==> config.mk <==
export PLATFORM = sky130hd
export DESIGN_NAME = worst_fit_partition_allocator
export DESIGN_NICKNAME = d
export VERILOG_FILES = /design/src/rtl/wfpa_pkg.sv /design/src/rtl/worst_fit_partition_allocator.sv /design/src/rtl/wfpa_datapath.sv /design/src/rtl/wfpa_ctrl.sv
export SDC_FILE = /design/constraint.sdc
export NUM_CORES = 2
export LEC_CHECK = 0
export BUFFER_PORTS_ARGS = -buffer_cell sky130_fd_sc_hd__buf_2
export CORE_UTILIZATION = 25
export DETAILED_ROUTE_END_ITERATION = 8
export SLEW_MARGIN = 20
export SYNTH_ARGS = -nofsm -noshare
export SYNTH_HDL_FRONTEND = slang
export SYNTH_HIERARCHICAL = 1
export SYNTH_SLANG_ARGS = --single-unit
==> constraint.sdc <==
create_clock -name clk -period 13.5 [get_ports clk]
set_clock_uncertainty 0.05 [all_clocks]
set_input_delay 2.7 -clock clk [delete_from_list [all_inputs] [get_ports clk]]
set_output_delay 2.7 -clock clk [all_outputs]
set_load 0.03 [all_outputs]
==> src/rtl/wfpa_pkg.sv <==
`timescale 1ns / 1ps
// ----------------------------------------------------------------------------
// wfpa_pkg
// Shared codes and controller/datapath interface types for the worst-fit
// partition allocator.
// ----------------------------------------------------------------------------
package wfpa_pkg;

  // request kinds (s_tuser)
  localparam logic [1:0] KIND_LOAD   = 2'd0;
  localparam logic [1:0] KIND_ALLOC  = 2'd1;
  localparam logic [1:0] KIND_REPORT = 2'd2;
  localparam logic [1:0] KIND_READ   = 2'd3;

  // result status codes (m_tuser)
  localparam logic [2:0] ST_LOADED = 3'd0;
  localparam logic [2:0] ST_ALLOC  = 3'd1;
  localparam logic [2:0] ST_NOFIT  = 3'd2;
  localparam logic [2:0] ST_FULL   = 3'd3;
  localparam logic [2:0] ST_DONE   = 3'd4;

  localparam int IN_DATA_W  = 24;
  localparam int OUT_DATA_W = 96;

  // controller -> datapath
  typedef struct packed {
    logic latch;       // take a new request
    logic load;        // append a free hole
    logic rd_issue;    // read the addressed entry
    logic rd_capture;  // capture read data into the result
    logic scan_step;   // walk the table for fit / report
    logic decide;      // grant, refuse or miss
    logic shift_step;  // move entries up by one
    logic insert;      // write the leftover hole
  } ctl_cmd_t;

  // datapath -> controller
  typedef struct packed {
    logic is_alloc;
    logic scan_done;
    logic split_go;
    logic shift_done;
  } dp_stat_t;

endpackage

==> src/rtl/worst_fit_partition_allocator.sv <==
`timescale 1ns / 1ps
// ----------------------------------------------------------------------------
// worst_fit_partition_allocator
// Ordered block table with worst-fit allocation, hole loading, entry readback
// and free-space report.
// ----------------------------------------------------------------------------
//  channel  dir  beat contents
//  s_*      in   tuser: req_type; tdata: request_size, entry_index
//  m_*      out  tuser: status;   tdata: index, pid, sizes, flags, report, count
//
// Load appends one entry unless the table is full. Read issues a table read,
// then captures it. Report walks every entry. Allocate walks every entry, then,
// when a leftover is split off, moves the entries above the chosen block up by
// one and inserts the leftover; the table memory (one read, one write per cycle)
// sets both the scan and the shift-up walk. Reset clears the entry count, id
// counter, output valid and controller state, not the table; table contents are
// undefined until written. One beat is in flight at a time; a finished
// result parks in the output register and a stalled m_tready holds it.
// ----------------------------------------------------------------------------
module worst_fit_partition_allocator #(
  parameter int MAX_BLOCKS = 64,
  parameter int SIZE_BITS  = 16
) (
  input  logic        clk,
  input  logic        rst,
  input  logic        s_tvalid,
  output logic        s_tready,
  input  logic [1:0]  s_tuser,   // [1:0] req_type
  input  logic [23:0] s_tdata,   // [15:0] request_size, [21:16] entry_index
  output logic        m_tvalid,
  input  logic        m_tready,
  output logic [2:0]  m_tuser,   // [2:0] status
  // [5:0] chosen_index, [13:6] process_id, [29:14] block_size_out,
  // [45:30] remaining_size, [46] entry_used, [68:47] total_free,
  // [84:69] largest_hole, [91:85] block_count_out
  output logic [95:0] m_tdata
);

  wfpa_pkg::ctl_cmd_t cmd;
  wfpa_pkg::dp_stat_t stat;

  logic        out_load;
  logic        out_free;
  logic [2:0]  res_status;
  logic [5:0]  res_chosen;
  logic [7:0]  res_pid;
  logic [15:0] res_bsize;
  logic [15:0] res_rem;
  logic        res_used;
  logic [21:0] res_total;
  logic [15:0] res_largest;
  logic [6:0]  res_count;

  assign out_free = !m_tvalid || m_tready;

  wfpa_ctrl u_ctrl (
    .clk      (clk),
    .rst      (rst),
    .in_valid (s_tvalid),
    .in_kind  (s_tuser),
    .out_free (out_free),
    .stat     (stat),
    .in_ready (s_tready),
    .out_load (out_load),
    .cmd      (cmd)
  );

  wfpa_datapath #(
    .MAX_BLOCKS (MAX_BLOCKS),
    .SIZE_BITS  (SIZE_BITS)
  ) u_dp (
    .clk         (clk),
    .rst         (rst),
    .cmd         (cmd),
    .in_kind     (s_tuser),
    .in_size     (s_tdata[15:0]),
    .in_index    (s_tdata[21:16]),
    .stat        (stat),
    .res_status  (res_status),
    .res_chosen  (res_chosen),
    .res_pid     (res_pid),
    .res_bsize   (res_bsize),
    .res_rem     (res_rem),
    .res_used    (res_used),
    .res_total   (res_total),
    .res_largest (res_largest),
    .res_count   (res_count)
  );

  // output register: loaded only when empty or draining
  always_ff @(posedge clk) begin
    if (rst) begin
      m_tvalid <= 1'b0;
    end else if (out_load) begin
      m_tvalid <= 1'b1;
    end else if (m_tready) begin
      m_tvalid <= 1'b0;
    end
  end

  always_ff @(posedge clk) begin
    if (out_load) begin
      m_tuser <= res_status;
      m_tdata <= {4'd0, res_count, res_largest, res_total, res_used, res_rem,
                  res_bsize, res_pid, res_chosen};
    end
  end

  // a result only lands in a free output register
  a_load_free: assert property (@(posedge clk) disable iff (rst)
    out_load |-> out_free) else $error("result overwrote a pending beat");

  // one request at a time: no accept right after an accept
  a_one_inflight: assert property (@(posedge clk) disable iff (rst)
    (s_tvalid && s_tready) |=> !s_tready) else $error("second request taken");

  // table never holds more than its capacity
  a_count_cap: assert property (@(posedge clk) disable iff (rst)
    32'(res_count) <= MAX_BLOCKS) else $error("entry count overflow");

endmodule

==> src/rtl/wfpa_datapath.sv <==
`timescale 1ns / 1ps
// ----------------------------------------------------------------------------
// wfpa_datapath
// Block table memory, entry count, id counter, scan and shift logic.
// ----------------------------------------------------------------------------
module wfpa_datapath #(
  parameter int MAX_BLOCKS = 64,
  parameter int SIZE_BITS  = 16
) (
  input  logic                 clk,
  input  logic                 rst,
  input  wfpa_pkg::ctl_cmd_t   cmd,
  input  logic [1:0]           in_kind,
  input  logic [15:0]          in_size,
  input  logic [5:0]           in_index,
  output wfpa_pkg::dp_stat_t   stat,
  output logic [2:0]           res_status,
  output logic [5:0]           res_chosen,
  output logic [7:0]           res_pid,
  output logic [15:0]          res_bsize,
  output logic [15:0]          res_rem,
  output logic                 res_used,
  output logic [21:0]          res_total,
  output logic [15:0]          res_largest,
  output logic [6:0]           res_count
);

  localparam int IDX_W  = $clog2(MAX_BLOCKS);
  localparam int CNT_W  = $clog2(MAX_BLOCKS + 1);
  localparam int SUM_W  = SIZE_BITS + IDX_W;
  localparam int WORD_W = SIZE_BITS + 9;

  // word: owner, used, size (size in the low bits)
  logic [WORD_W-1:0]    mem [MAX_BLOCKS];
  logic [WORD_W-1:0]    rdata;

  logic [1:0]           kind;
  logic [SIZE_BITS-1:0] req;
  logic [5:0]           ridx;
  logic                 ridx_ok;
  logic [CNT_W-1:0]     count;
  logic [7:0]           reqctr;
  logic [CNT_W-1:0]     ptr;
  logic                 pend;
  logic [IDX_W-1:0]     paddr;
  logic [IDX_W-1:0]     best;
  logic [SIZE_BITS-1:0] best_size;
  logic                 found;
  logic [SUM_W-1:0]     total;
  logic [SIZE_BITS-1:0] largest;

  logic                 re, we;
  logic [IDX_W-1:0]     raddr, waddr;
  logic [WORD_W-1:0]    wdata;
  logic                 full;
  logic [SIZE_BITS-1:0] left;
  logic [CNT_W-1:0]     best1;
  logic                 scan_go, shift_go;
  logic [SIZE_BITS-1:0] r_size;
  logic                 r_used;

  assign full     = (count == CNT_W'(MAX_BLOCKS));
  assign left     = best_size - req;
  assign best1    = CNT_W'(best) + CNT_W'(1);
  assign scan_go  = (ptr < count);
  assign shift_go = (ptr > best1);
  assign r_size   = rdata[SIZE_BITS-1:0];
  assign r_used   = rdata[SIZE_BITS];

  assign stat.is_alloc   = (kind == wfpa_pkg::KIND_ALLOC);
  assign stat.scan_done  = !scan_go && !pend;
  assign stat.split_go   = found && (left != '0) && !full;
  assign stat.shift_done = !shift_go && !pend;

  always_comb begin
    re    = 1'b0;
    raddr = '0;
    if (cmd.rd_issue) begin
      // data only used when the index is below the count
      re    = 1'b1;
      raddr = IDX_W'(ridx);
    end else if (cmd.scan_step) begin
      re    = scan_go;
      raddr = ptr[IDX_W-1:0];
    end else if (cmd.shift_step) begin
      re    = shift_go;
      raddr = IDX_W'(ptr - CNT_W'(1));
    end
  end

  always_comb begin
    we    = 1'b0;
    waddr = '0;
    wdata = '0;
    if (cmd.load) begin
      we    = !full;
      waddr = count[IDX_W-1:0];
      wdata = {8'd0, 1'b0, req};
    end else if (cmd.decide) begin
      we    = found && ((left == '0) || !full);
      waddr = best;
      wdata = {reqctr, 1'b1, req};
    end else if (cmd.shift_step) begin
      we    = pend;
      waddr = paddr;
      wdata = rdata;
    end else if (cmd.insert) begin
      we    = 1'b1;
      waddr = best1[IDX_W-1:0];
      wdata = {8'd0, 1'b0, left};
    end
  end

  always_ff @(posedge clk) begin
    if (we) begin
      mem[waddr] <= wdata;
    end
    if (re) begin
      rdata <= mem[raddr];
    end
  end

  always_ff @(posedge clk) begin
    if (rst) begin
      count  <= '0;
      reqctr <= '0;
      pend   <= 1'b0;
    end else begin
      if (cmd.latch) begin
        pend <= 1'b0;
        if (in_kind == wfpa_pkg::KIND_ALLOC) begin
          reqctr <= reqctr + 8'd1;
        end
      end
      if (cmd.load && !full) begin
        count <= count + CNT_W'(1);
      end
      if (cmd.insert) begin
        count <= count + CNT_W'(1);
      end
      if (cmd.scan_step) begin
        pend <= scan_go;
      end
      if (cmd.shift_step) begin
        pend <= shift_go;
      end
    end
  end

  always_ff @(posedge clk) begin
    if (cmd.latch) begin
      kind        <= in_kind;
      req         <= SIZE_BITS'(in_size);
      ridx        <= in_index;
      ptr         <= '0;
      found       <= 1'b0;
      best        <= '0;
      best_size   <= '0;
      total       <= '0;
      largest     <= '0;
      res_status  <= wfpa_pkg::ST_DONE;
      res_chosen  <= '0;
      res_pid     <= (in_kind == wfpa_pkg::KIND_ALLOC) ? reqctr + 8'd1 : 8'd0;
      res_bsize   <= '0;
      res_rem     <= '0;
      res_used    <= 1'b0;
    end
    if (cmd.load) begin
      res_status <= full ? wfpa_pkg::ST_FULL : wfpa_pkg::ST_LOADED;
      if (!full) begin
        res_chosen <= 6'(count);
        res_bsize  <= 16'(req);
      end
    end
    if (cmd.rd_issue) begin
      ridx_ok <= (32'(ridx) < 32'(count));
    end
    if (cmd.rd_capture) begin
      res_chosen <= ridx;
      if (ridx_ok) begin
        res_pid   <= rdata[WORD_W-1:SIZE_BITS+1];
        res_bsize <= 16'(r_size);
        res_used  <= r_used;
      end
    end
    if (cmd.scan_step) begin
      if (scan_go) begin
        paddr <= ptr[IDX_W-1:0];
        ptr   <= ptr + CNT_W'(1);
      end
      if (pend && !r_used) begin
        total <= total + SUM_W'(r_size);
        if (r_size > largest) begin
          largest <= r_size;
        end
        if ((r_size >= req) && (!found || (r_size > best_size))) begin
          found     <= 1'b1;
          best      <= paddr;
          best_size <= r_size;
        end
      end
    end
    if (cmd.decide) begin
      ptr <= count;
      if (!found) begin
        res_status <= wfpa_pkg::ST_NOFIT;
      end else if ((left != '0) && full) begin
        res_status <= wfpa_pkg::ST_FULL;
      end else begin
        res_status <= wfpa_pkg::ST_ALLOC;
        res_chosen <= 6'(best);
        res_bsize  <= 16'(best_size);
        res_rem    <= 16'(left);
      end
    end
    if (cmd.shift_step && shift_go) begin
      paddr <= ptr[IDX_W-1:0];
      ptr   <= ptr - CNT_W'(1);
    end
  end

  assign res_total   = (kind == wfpa_pkg::KIND_REPORT) ? 22'(total) : 22'd0;
  assign res_largest = (kind == wfpa_pkg::KIND_REPORT) ? 16'(largest) : 16'd0;
  assign res_count   = 7'(count);

endmodule

==> src/rtl/wfpa_ctrl.sv <==
`timescale 1ns / 1ps
// ----------------------------------------------------------------------------
// wfpa_ctrl
// Sequencer for load, read, scan, grant, shift and insert steps.
// ----------------------------------------------------------------------------
module wfpa_ctrl (
  input  logic                clk,
  input  logic                rst,
  input  logic                in_valid,
  input  logic [1:0]          in_kind,
  input  logic                out_free,
  input  wfpa_pkg::dp_stat_t  stat,
  output logic                in_ready,
  output logic                out_load,
  output wfpa_pkg::ctl_cmd_t  cmd
);

  typedef enum logic [8:0] {
    S_IDLE   = 9'b000000001,
    S_LOAD   = 9'b000000010,
    S_RDREQ  = 9'b000000100,
    S_RDWAIT = 9'b000001000,
    S_SCAN   = 9'b000010000,
    S_DECIDE = 9'b000100000,
    S_SHIFT  = 9'b001000000,
    S_INSERT = 9'b010000000,
    S_DONE   = 9'b100000000
  } state_t;

  state_t state, state_next;

  always_ff @(posedge clk) begin
    if (rst) begin
      state <= S_IDLE;
    end else begin
      state <= state_next;
    end
  end

  always_comb begin
    state_next = state;
    cmd        = '0;
    in_ready   = 1'b0;
    out_load   = 1'b0;
    unique case (state)
      S_IDLE: begin
        in_ready = 1'b1;
        if (in_valid) begin
          cmd.latch = 1'b1;
          case (in_kind)
            wfpa_pkg::KIND_LOAD: state_next = S_LOAD;
            wfpa_pkg::KIND_READ: state_next = S_RDREQ;
            default:             state_next = S_SCAN;
          endcase
        end
      end
      S_LOAD: begin
        cmd.load   = 1'b1;
        state_next = S_DONE;
      end
      S_RDREQ: begin
        cmd.rd_issue = 1'b1;
        state_next   = S_RDWAIT;
      end
      S_RDWAIT: begin
        cmd.rd_capture = 1'b1;
        state_next     = S_DONE;
      end
      S_SCAN: begin
        cmd.scan_step = 1'b1;
        if (stat.scan_done) begin
          state_next = stat.is_alloc ? S_DECIDE : S_DONE;
        end
      end
      S_DECIDE: begin
        cmd.decide = 1'b1;
        state_next = stat.split_go ? S_SHIFT : S_DONE;
      end
      S_SHIFT: begin
        cmd.shift_step = 1'b1;
        if (stat.shift_done) begin
          state_next = S_INSERT;
        end
      end
      S_INSERT: begin
        cmd.insert = 1'b1;
        state_next = S_DONE;
      end
      S_DONE: begin
        if (out_free) begin
          out_load   = 1'b1;
          state_next = S_IDLE;
        end
      end
      default: state_next = S_IDLE;
    endcase
  end

endmodule

Word level (Yosys, flattened, before mapping)
Memories as Yosys holds them, arrays and structs flattened. A register that Yosys moved wholly into a read port is not among the register bits. Index checks and enable logic that the tools add are counted.

Add/sub/neg operators: 7. $mul: 0. Div/mod/pow operators: 0. Order comparisons: 6. Eq/ne operators: 18. Shifts and indexed selects: 0. Muxes and demuxes: 106. Bitwise operators: 0. Reductions and logical operators: 33.

Operators with widths (count): 2-to-1 mux 16 bit (21); 2-to-1 mux 6 bit (21); 2-to-1 mux 25 bit (3); 2-to-1 mux 22 bit (3); one-hot mux 9 bit (7 select lines) (1); 2-to-1 mux 9 bit (6); 2-to-1 mux 7 bit (7); 2-to-1 mux 1 bit (33); greater-than comparator 16 bit (2); 2-to-1 mux 8 bit (4); adder 22 x 16 -> 22 bit (1); >= comparator 16 bit (1); zero test 16 bit (1); nonzero test 16 bit (1); subtractor 16 bit (1); adder 7 x 1 -> 7 bit, second input constant (2); 2-to-1 mux 3 bit (4); logical AND 1 bit (10); one-hot mux 5 bit (2 select lines) (1); equality test 9 x 1 -> 1 bit, second input constant (1); equality test 9 x 2 -> 1 bit, second input constant (1); equality test 9 x 3 -> 1 bit, second input constant (1); equality test 9 x 4 -> 1 bit, second input constant (1); equality test 9 x 5 -> 1 bit, second input constant (1); other kinds (23) (42).

Flip-flop bits (word level): 270. Latch bits: 0. RAM bits: 1600. Memory bits (read-only): 0. Bits of input ports: 30. Word-level logic and storage cells: 196. Memories: 1.

Memories: u_dp.mem (depth 64, bits a word 25, rd ports 1, clocked after memory_dff 1, wr ports 1, RTL line wfpa_datapath.sv:34) `logic [WORD_W-1:0] mem [MAX_BLOCKS];`.

Longest topological paths before layout
Depth in word-level cells: 10. Gate-level depth with buffers: 18.

Cells and area by module
The synthesis kept the hierarchy.

Modules (own cells, without submodules): wfpa_datapath (instances 1, cells each 4320, area an instance 74894.3 µm², sequential area each 52440.3 µm²); worst_fit_partition_allocator (instances 1, cells each 104, area an instance 2932.8 µm², sequential area each 2872.8 µm²); wfpa_ctrl (instances 1, cells each 85, area an instance 698.2 µm², sequential area each 180.2 µm²).

Worst setup path after synthesis
No wires, ideal clock.

Kind: input -> register. Start: input port m_tready. End: register m_tvalid. Arrival: 12.606 ns. Setup slack: 0.755 ns. Stages: 5. Path through: nand2b_4 nand2_1 nor4_1 inv_1 a21oi_2.

Cells in the longest elaborated chain, start to end: 4.

Ends and longest elaborated chain: from (decl) (RTL line worst_fit_partition_allocator.sv:31) `input logic m_tready,`; logical OR 1 bit (*) (RTL line worst_fit_partition_allocator.sv:54) `assign out_free = !m_tvalid || m_tready;`; 2-to-1 mux 1 bit (*) (RTL line wfpa_ctrl.sv:90) `if (out_free) begin`; 2-to-1 mux 1 bit (*) (RTL line wfpa_ctrl.sv:45) `unique case (state)`; via out_load (RTL line worst_fit_partition_allocator.sv:42) `logic out_load;`; 2-to-1 mux 1 bit / nonzero test 2 bit (equally long branches); to (signal assigned) (RTL line worst_fit_partition_allocator.sv:93) `m_tvalid <= 1'b0;`; to (signal assigned) (RTL line worst_fit_partition_allocator.sv:95) `m_tvalid <= 1'b1;`; to (signal assigned) (RTL line worst_fit_partition_allocator.sv:97) `m_tvalid <= 1'b0;`; to (decl) (RTL line worst_fit_partition_allocator.sv:30) `output logic m_tvalid,`.

The timed path passes the listed nets; every way through them passes the cells marked *. A chain may end at the register's enable or synchronous reset.

==> results.yml <==
outcome:
  status: "completed"
clock_network:
  htreeDepth: 4
  clock_sinks: 1895
  clock_path_buffers: 3
  clock_latency_ns: 0.84
  clockRootBuffer: "sky130_fd_sc_hd__clkbuf_16"
  post-cts-setup-buffer-count: 0
  clkSlewWorstSetupHoldPaths_ns: 0.06
  cts_made_buffers: 195
  post_cts_resized: 0
  cts_hold_buf: 0
  cts_tree: "done"
cells_and_area:
  finalNetCount: 4842
  areaGrowthSynthToFinish_pct: 17.2
  post_route_cells_drive_above_1_share_pct: 26.1
  post-route-util_pct: 29.5
die:
  placeableCoreArea_sq_um: 312000
  num_io_pins: 131
  row_count: 205
  dieWidth_microns: 562
  die_area_sq_um: 316000
  die-height_microns: 562
  initial_core_util_pct: 25.2
sta:
  fin_tns_setup_ns: 0
  report.final.slew_viol_count: 0
  rsz_0062_raised_after_global_routing: "no"
  timing.slew.headroom_pct: 25.7
  final_min_period_over_clock_period_pct: 46.8
  timing.final.crit_period_ns: 6.32
  setup_viol: 0
  timing.final.hold_violations: 0
  tightestPinTransition_ns: 1.11
  clock.fmax_mhz: 158
setup_path:
  critical-path-slowest-cell: "sky130_fd_sc_hd__buf_4"
  critical_path.top_delay_family: "buffers and inverters"
  path_max_fanout: 89
  timing.critical_path.slowest_cell_delay_ns: 0.70
  worst-setup-path-type: "flip-flop to flip-flop"
  cp.required_ns: 14.01
  end_kind: "flip-flop"
  start_kind: "flip-flop"
  crit_buf_inv: 5
  r2r-start: "u_ctrl/state[5]"
  crit_path_cell_trace: "or4_1, nor3_1, nand3_1, inv_1, inv_2, mux2i_4, buf_12, buf_4, buf_4, mux4_2, mux2_2, o22ai_1, nor4_1"
  path_common_cell: "sky130_fd_sc_hd__buf_4"
  critPathLaunch: "u_ctrl/state[5]"
  critical_path_arrival_ns: 6.83
hold_path:
  min-delay-start: "u_dp/res_status[1]"
  hold_path_class: "flip-flop to flip-flop"
global_routing:
  number_of_global_route_vias_before_repair: 42100
  grt_pass1_wl_microns: 291000
  gr-total-overflow: 0
  grt_antenna_before_repair: 1
  grt_start_max_net_pins: 107
  global_route.usage.total_pct: 12.4
yosys:
  synthDistinctLibCells: 84
  yosys-top-cells-count: "sky130_fd_sc_hd__edfxtp_1, sky130_fd_sc_hd__mux4_2, sky130_fd_sc_hd__nand2_1"
  yosys_register_bits: 1895
  synth.avg_cell_area_sq_um: 17.4
  synthMostInstantiatedCell: "sky130_fd_sc_hd__edfxtp_1"
  synth_top_cells_by_area: "sky130_fd_sc_hd__edfxtp_1, sky130_fd_sc_hd__mux4_2, sky130_fd_sc_hd__dfxtp_1, sky130_fd_sc_hd__mux2_2, sky130_fd_sc_hd__ha_1"
  synth-edff-count: 1754
  synth_async_sr_flop_share_pct: 0
  synthCells: 4509
  sequential_fraction_of_the_synthesis_area_pct: 70.7
  synth-warning-count: 6
  synth_area_sq_um: 78500
  yosys_most_used_dff: "sky130_fd_sc_hd__edfxtp_1"
  synth_area_leader_cell: "sky130_fd_sc_hd__edfxtp_1"
  post-synth-top-area-fraction_pct: 67.1
drt:
  routed-via-count: 42600
  avg_vias_per_cell: 4.73
  wire_per_inst_microns: 22.3
  totalWireLength_microns: 201000
  postRouteAntennaNets: 0
  drtPass1Iterations: 8
  remaining_drc_errors: 0
  drt_first_iter_violations: 4295
place:
  placement.io_buffers: 124
  hpwl_dp_microns: 117000
  place.gp.congestion: 0.851
pwr:
  power-per-cell-area_nw_per_um2: 134
  power.ir.vdd_worst_uv: 102
  static-leakage-power_nw: 32.5
run:
  max_cap_viol_count: 0
==> power by group <==
part	internal [mW]	switching (mW)	leakage [nW]
Sequential	6.39	0.0488	20.1
Combinational	0.179	0.354	9.28
Clock	3.05	2.30	3.06
Total	9.61	2.70	32.5
==> layout by cell type (no fill, tap or decap), types with 12 or more instances in the layout <==
cell type,instances
sky130_fd_sc_hd__a21o_1,26
sky130_fd_sc_hd__a21oi_1,166
sky130_fd_sc_hd__a221oi_1,15
sky130_fd_sc_hd__a22oi_1,20
sky130_fd_sc_hd__a31oi_4,64
sky130_fd_sc_hd__and2_1,53
sky130_fd_sc_hd__and3_1,70
sky130_fd_sc_hd__buf_16,15
sky130_fd_sc_hd__buf_2,124
sky130_fd_sc_hd__buf_4,121
sky130_fd_sc_hd__bufinv_16,19
sky130_fd_sc_hd__clkbuf_1,38
sky130_fd_sc_hd__clkbuf_16,195
sky130_fd_sc_hd__clkinv_1,44
sky130_fd_sc_hd__clkinv_2,29
sky130_fd_sc_hd__clkinvlp_4,17
sky130_fd_sc_hd__dfxtp_1,141
sky130_fd_sc_hd__edfxtp_1,1754
sky130_fd_sc_hd__ha_1,106
sky130_fd_sc_hd__inv_1,89
sky130_fd_sc_hd__mux2_2,186
sky130_fd_sc_hd__mux2i_1,13
sky130_fd_sc_hd__mux4_2,400
sky130_fd_sc_hd__nand2_1,239
sky130_fd_sc_hd__nand2b_1,21
sky130_fd_sc_hd__nand3_1,156
sky130_fd_sc_hd__nand4_1,18
sky130_fd_sc_hd__nor2_1,157
sky130_fd_sc_hd__nor2_4,12
sky130_fd_sc_hd__nor2b_1,23
sky130_fd_sc_hd__nor3_1,22
sky130_fd_sc_hd__nor4_1,28
sky130_fd_sc_hd__o211ai_1,14
sky130_fd_sc_hd__o21ai_0,116
sky130_fd_sc_hd__o22ai_1,71
sky130_fd_sc_hd__or3_1,12
sky130_fd_sc_hd__or4_1,29
sky130_fd_sc_hd__xnor2_1,27
sky130_fd_sc_hd__xor2_1,25
==> logic make-up (layout without fill, tap and decap cells) <==
family	count (synthesis)	count (layout)	synth area share, %
xor+xnor	52	52	0.580
other cells	1	5	0.00478
fa+ha+maj	108	108	1.74
compound gates	604	604	5.14
simple gates	884	884	5.63
buf+inv	364	723	1.91
flops	1895	1895	70.7
mux	601	601	14.3
==> routing by layer <==
layer	GRT usage, %	up-vias	part of all wire, %	wire length, microns
met4	3.81	0	2.8	5590
met2	20.3	1562	48	95900
li1	-	18500	-	-
met5	0	-	0	0
met1	16.8	22300	43	85600
met3	2.09	277	6.9	13800
==> per-stage QoR <==
step	total power, mW	instance area (sq um)	std cells	setup WS [ns]	hold WS [ns]
2_1_floorplan	6.89	78500	4512	0.755	0.350
3_3_place_gp	7.08	85200	8631	7.12	0.359
3_5_place_dp	7.09	85400	8638	7.05	0.356
4_1_cts	12.4	91800	9002	7.07	0.371
5_1_grt	12.7	92100	9011	6.74	0.373
6_report	12.3	92100	9012	7.18	0.372
==> worst paths after layout <==
path         depth (start not counted)             end  slack [ns]
min reg2reg                          0      m_tuser[1]        0.37
max reg2reg                         13  u_dp/rdata[23]        7.18
min                                  0      m_tuser[1]        0.37
max                                 13  u_dp/rdata[23]        7.18
==> registers in the layout, summed over array words and instances (netlist names), 7 cells and up <==
| name | count |
|---|---|
| u_dp/mem | 1600 |
| m_tdata | 92 |
| u_dp/rdata | 25 |
| u_dp/total | 22 |
| u_dp/best_size | 16 |
| u_dp/largest | 16 |
| u_dp/req | 16 |
| u_dp/res_bsize | 16 |
| u_dp/res_rem | 16 |
| u_ctrl/state | 9 |
| u_dp/reqctr | 8 |
| u_dp/res_pid | 8 |
| u_dp/ptr | 7 |
| u_dp/res_count | 7 |
==> layout make-up <==
class | count | area [sq um]
clock buffer | 234 | 5040
clock inverter | 130 | 1370
tap | 4140 | 5180
timing repair buffer | 267 | 2080
sequential | 1895 | 55500
antenna | 1 | 2.50
fill | 30400 | 220000
multi-input combinational | 2253 | 22600
inverter | 92 | 345
Note: power is estimated with default switching activity, not from simulation.
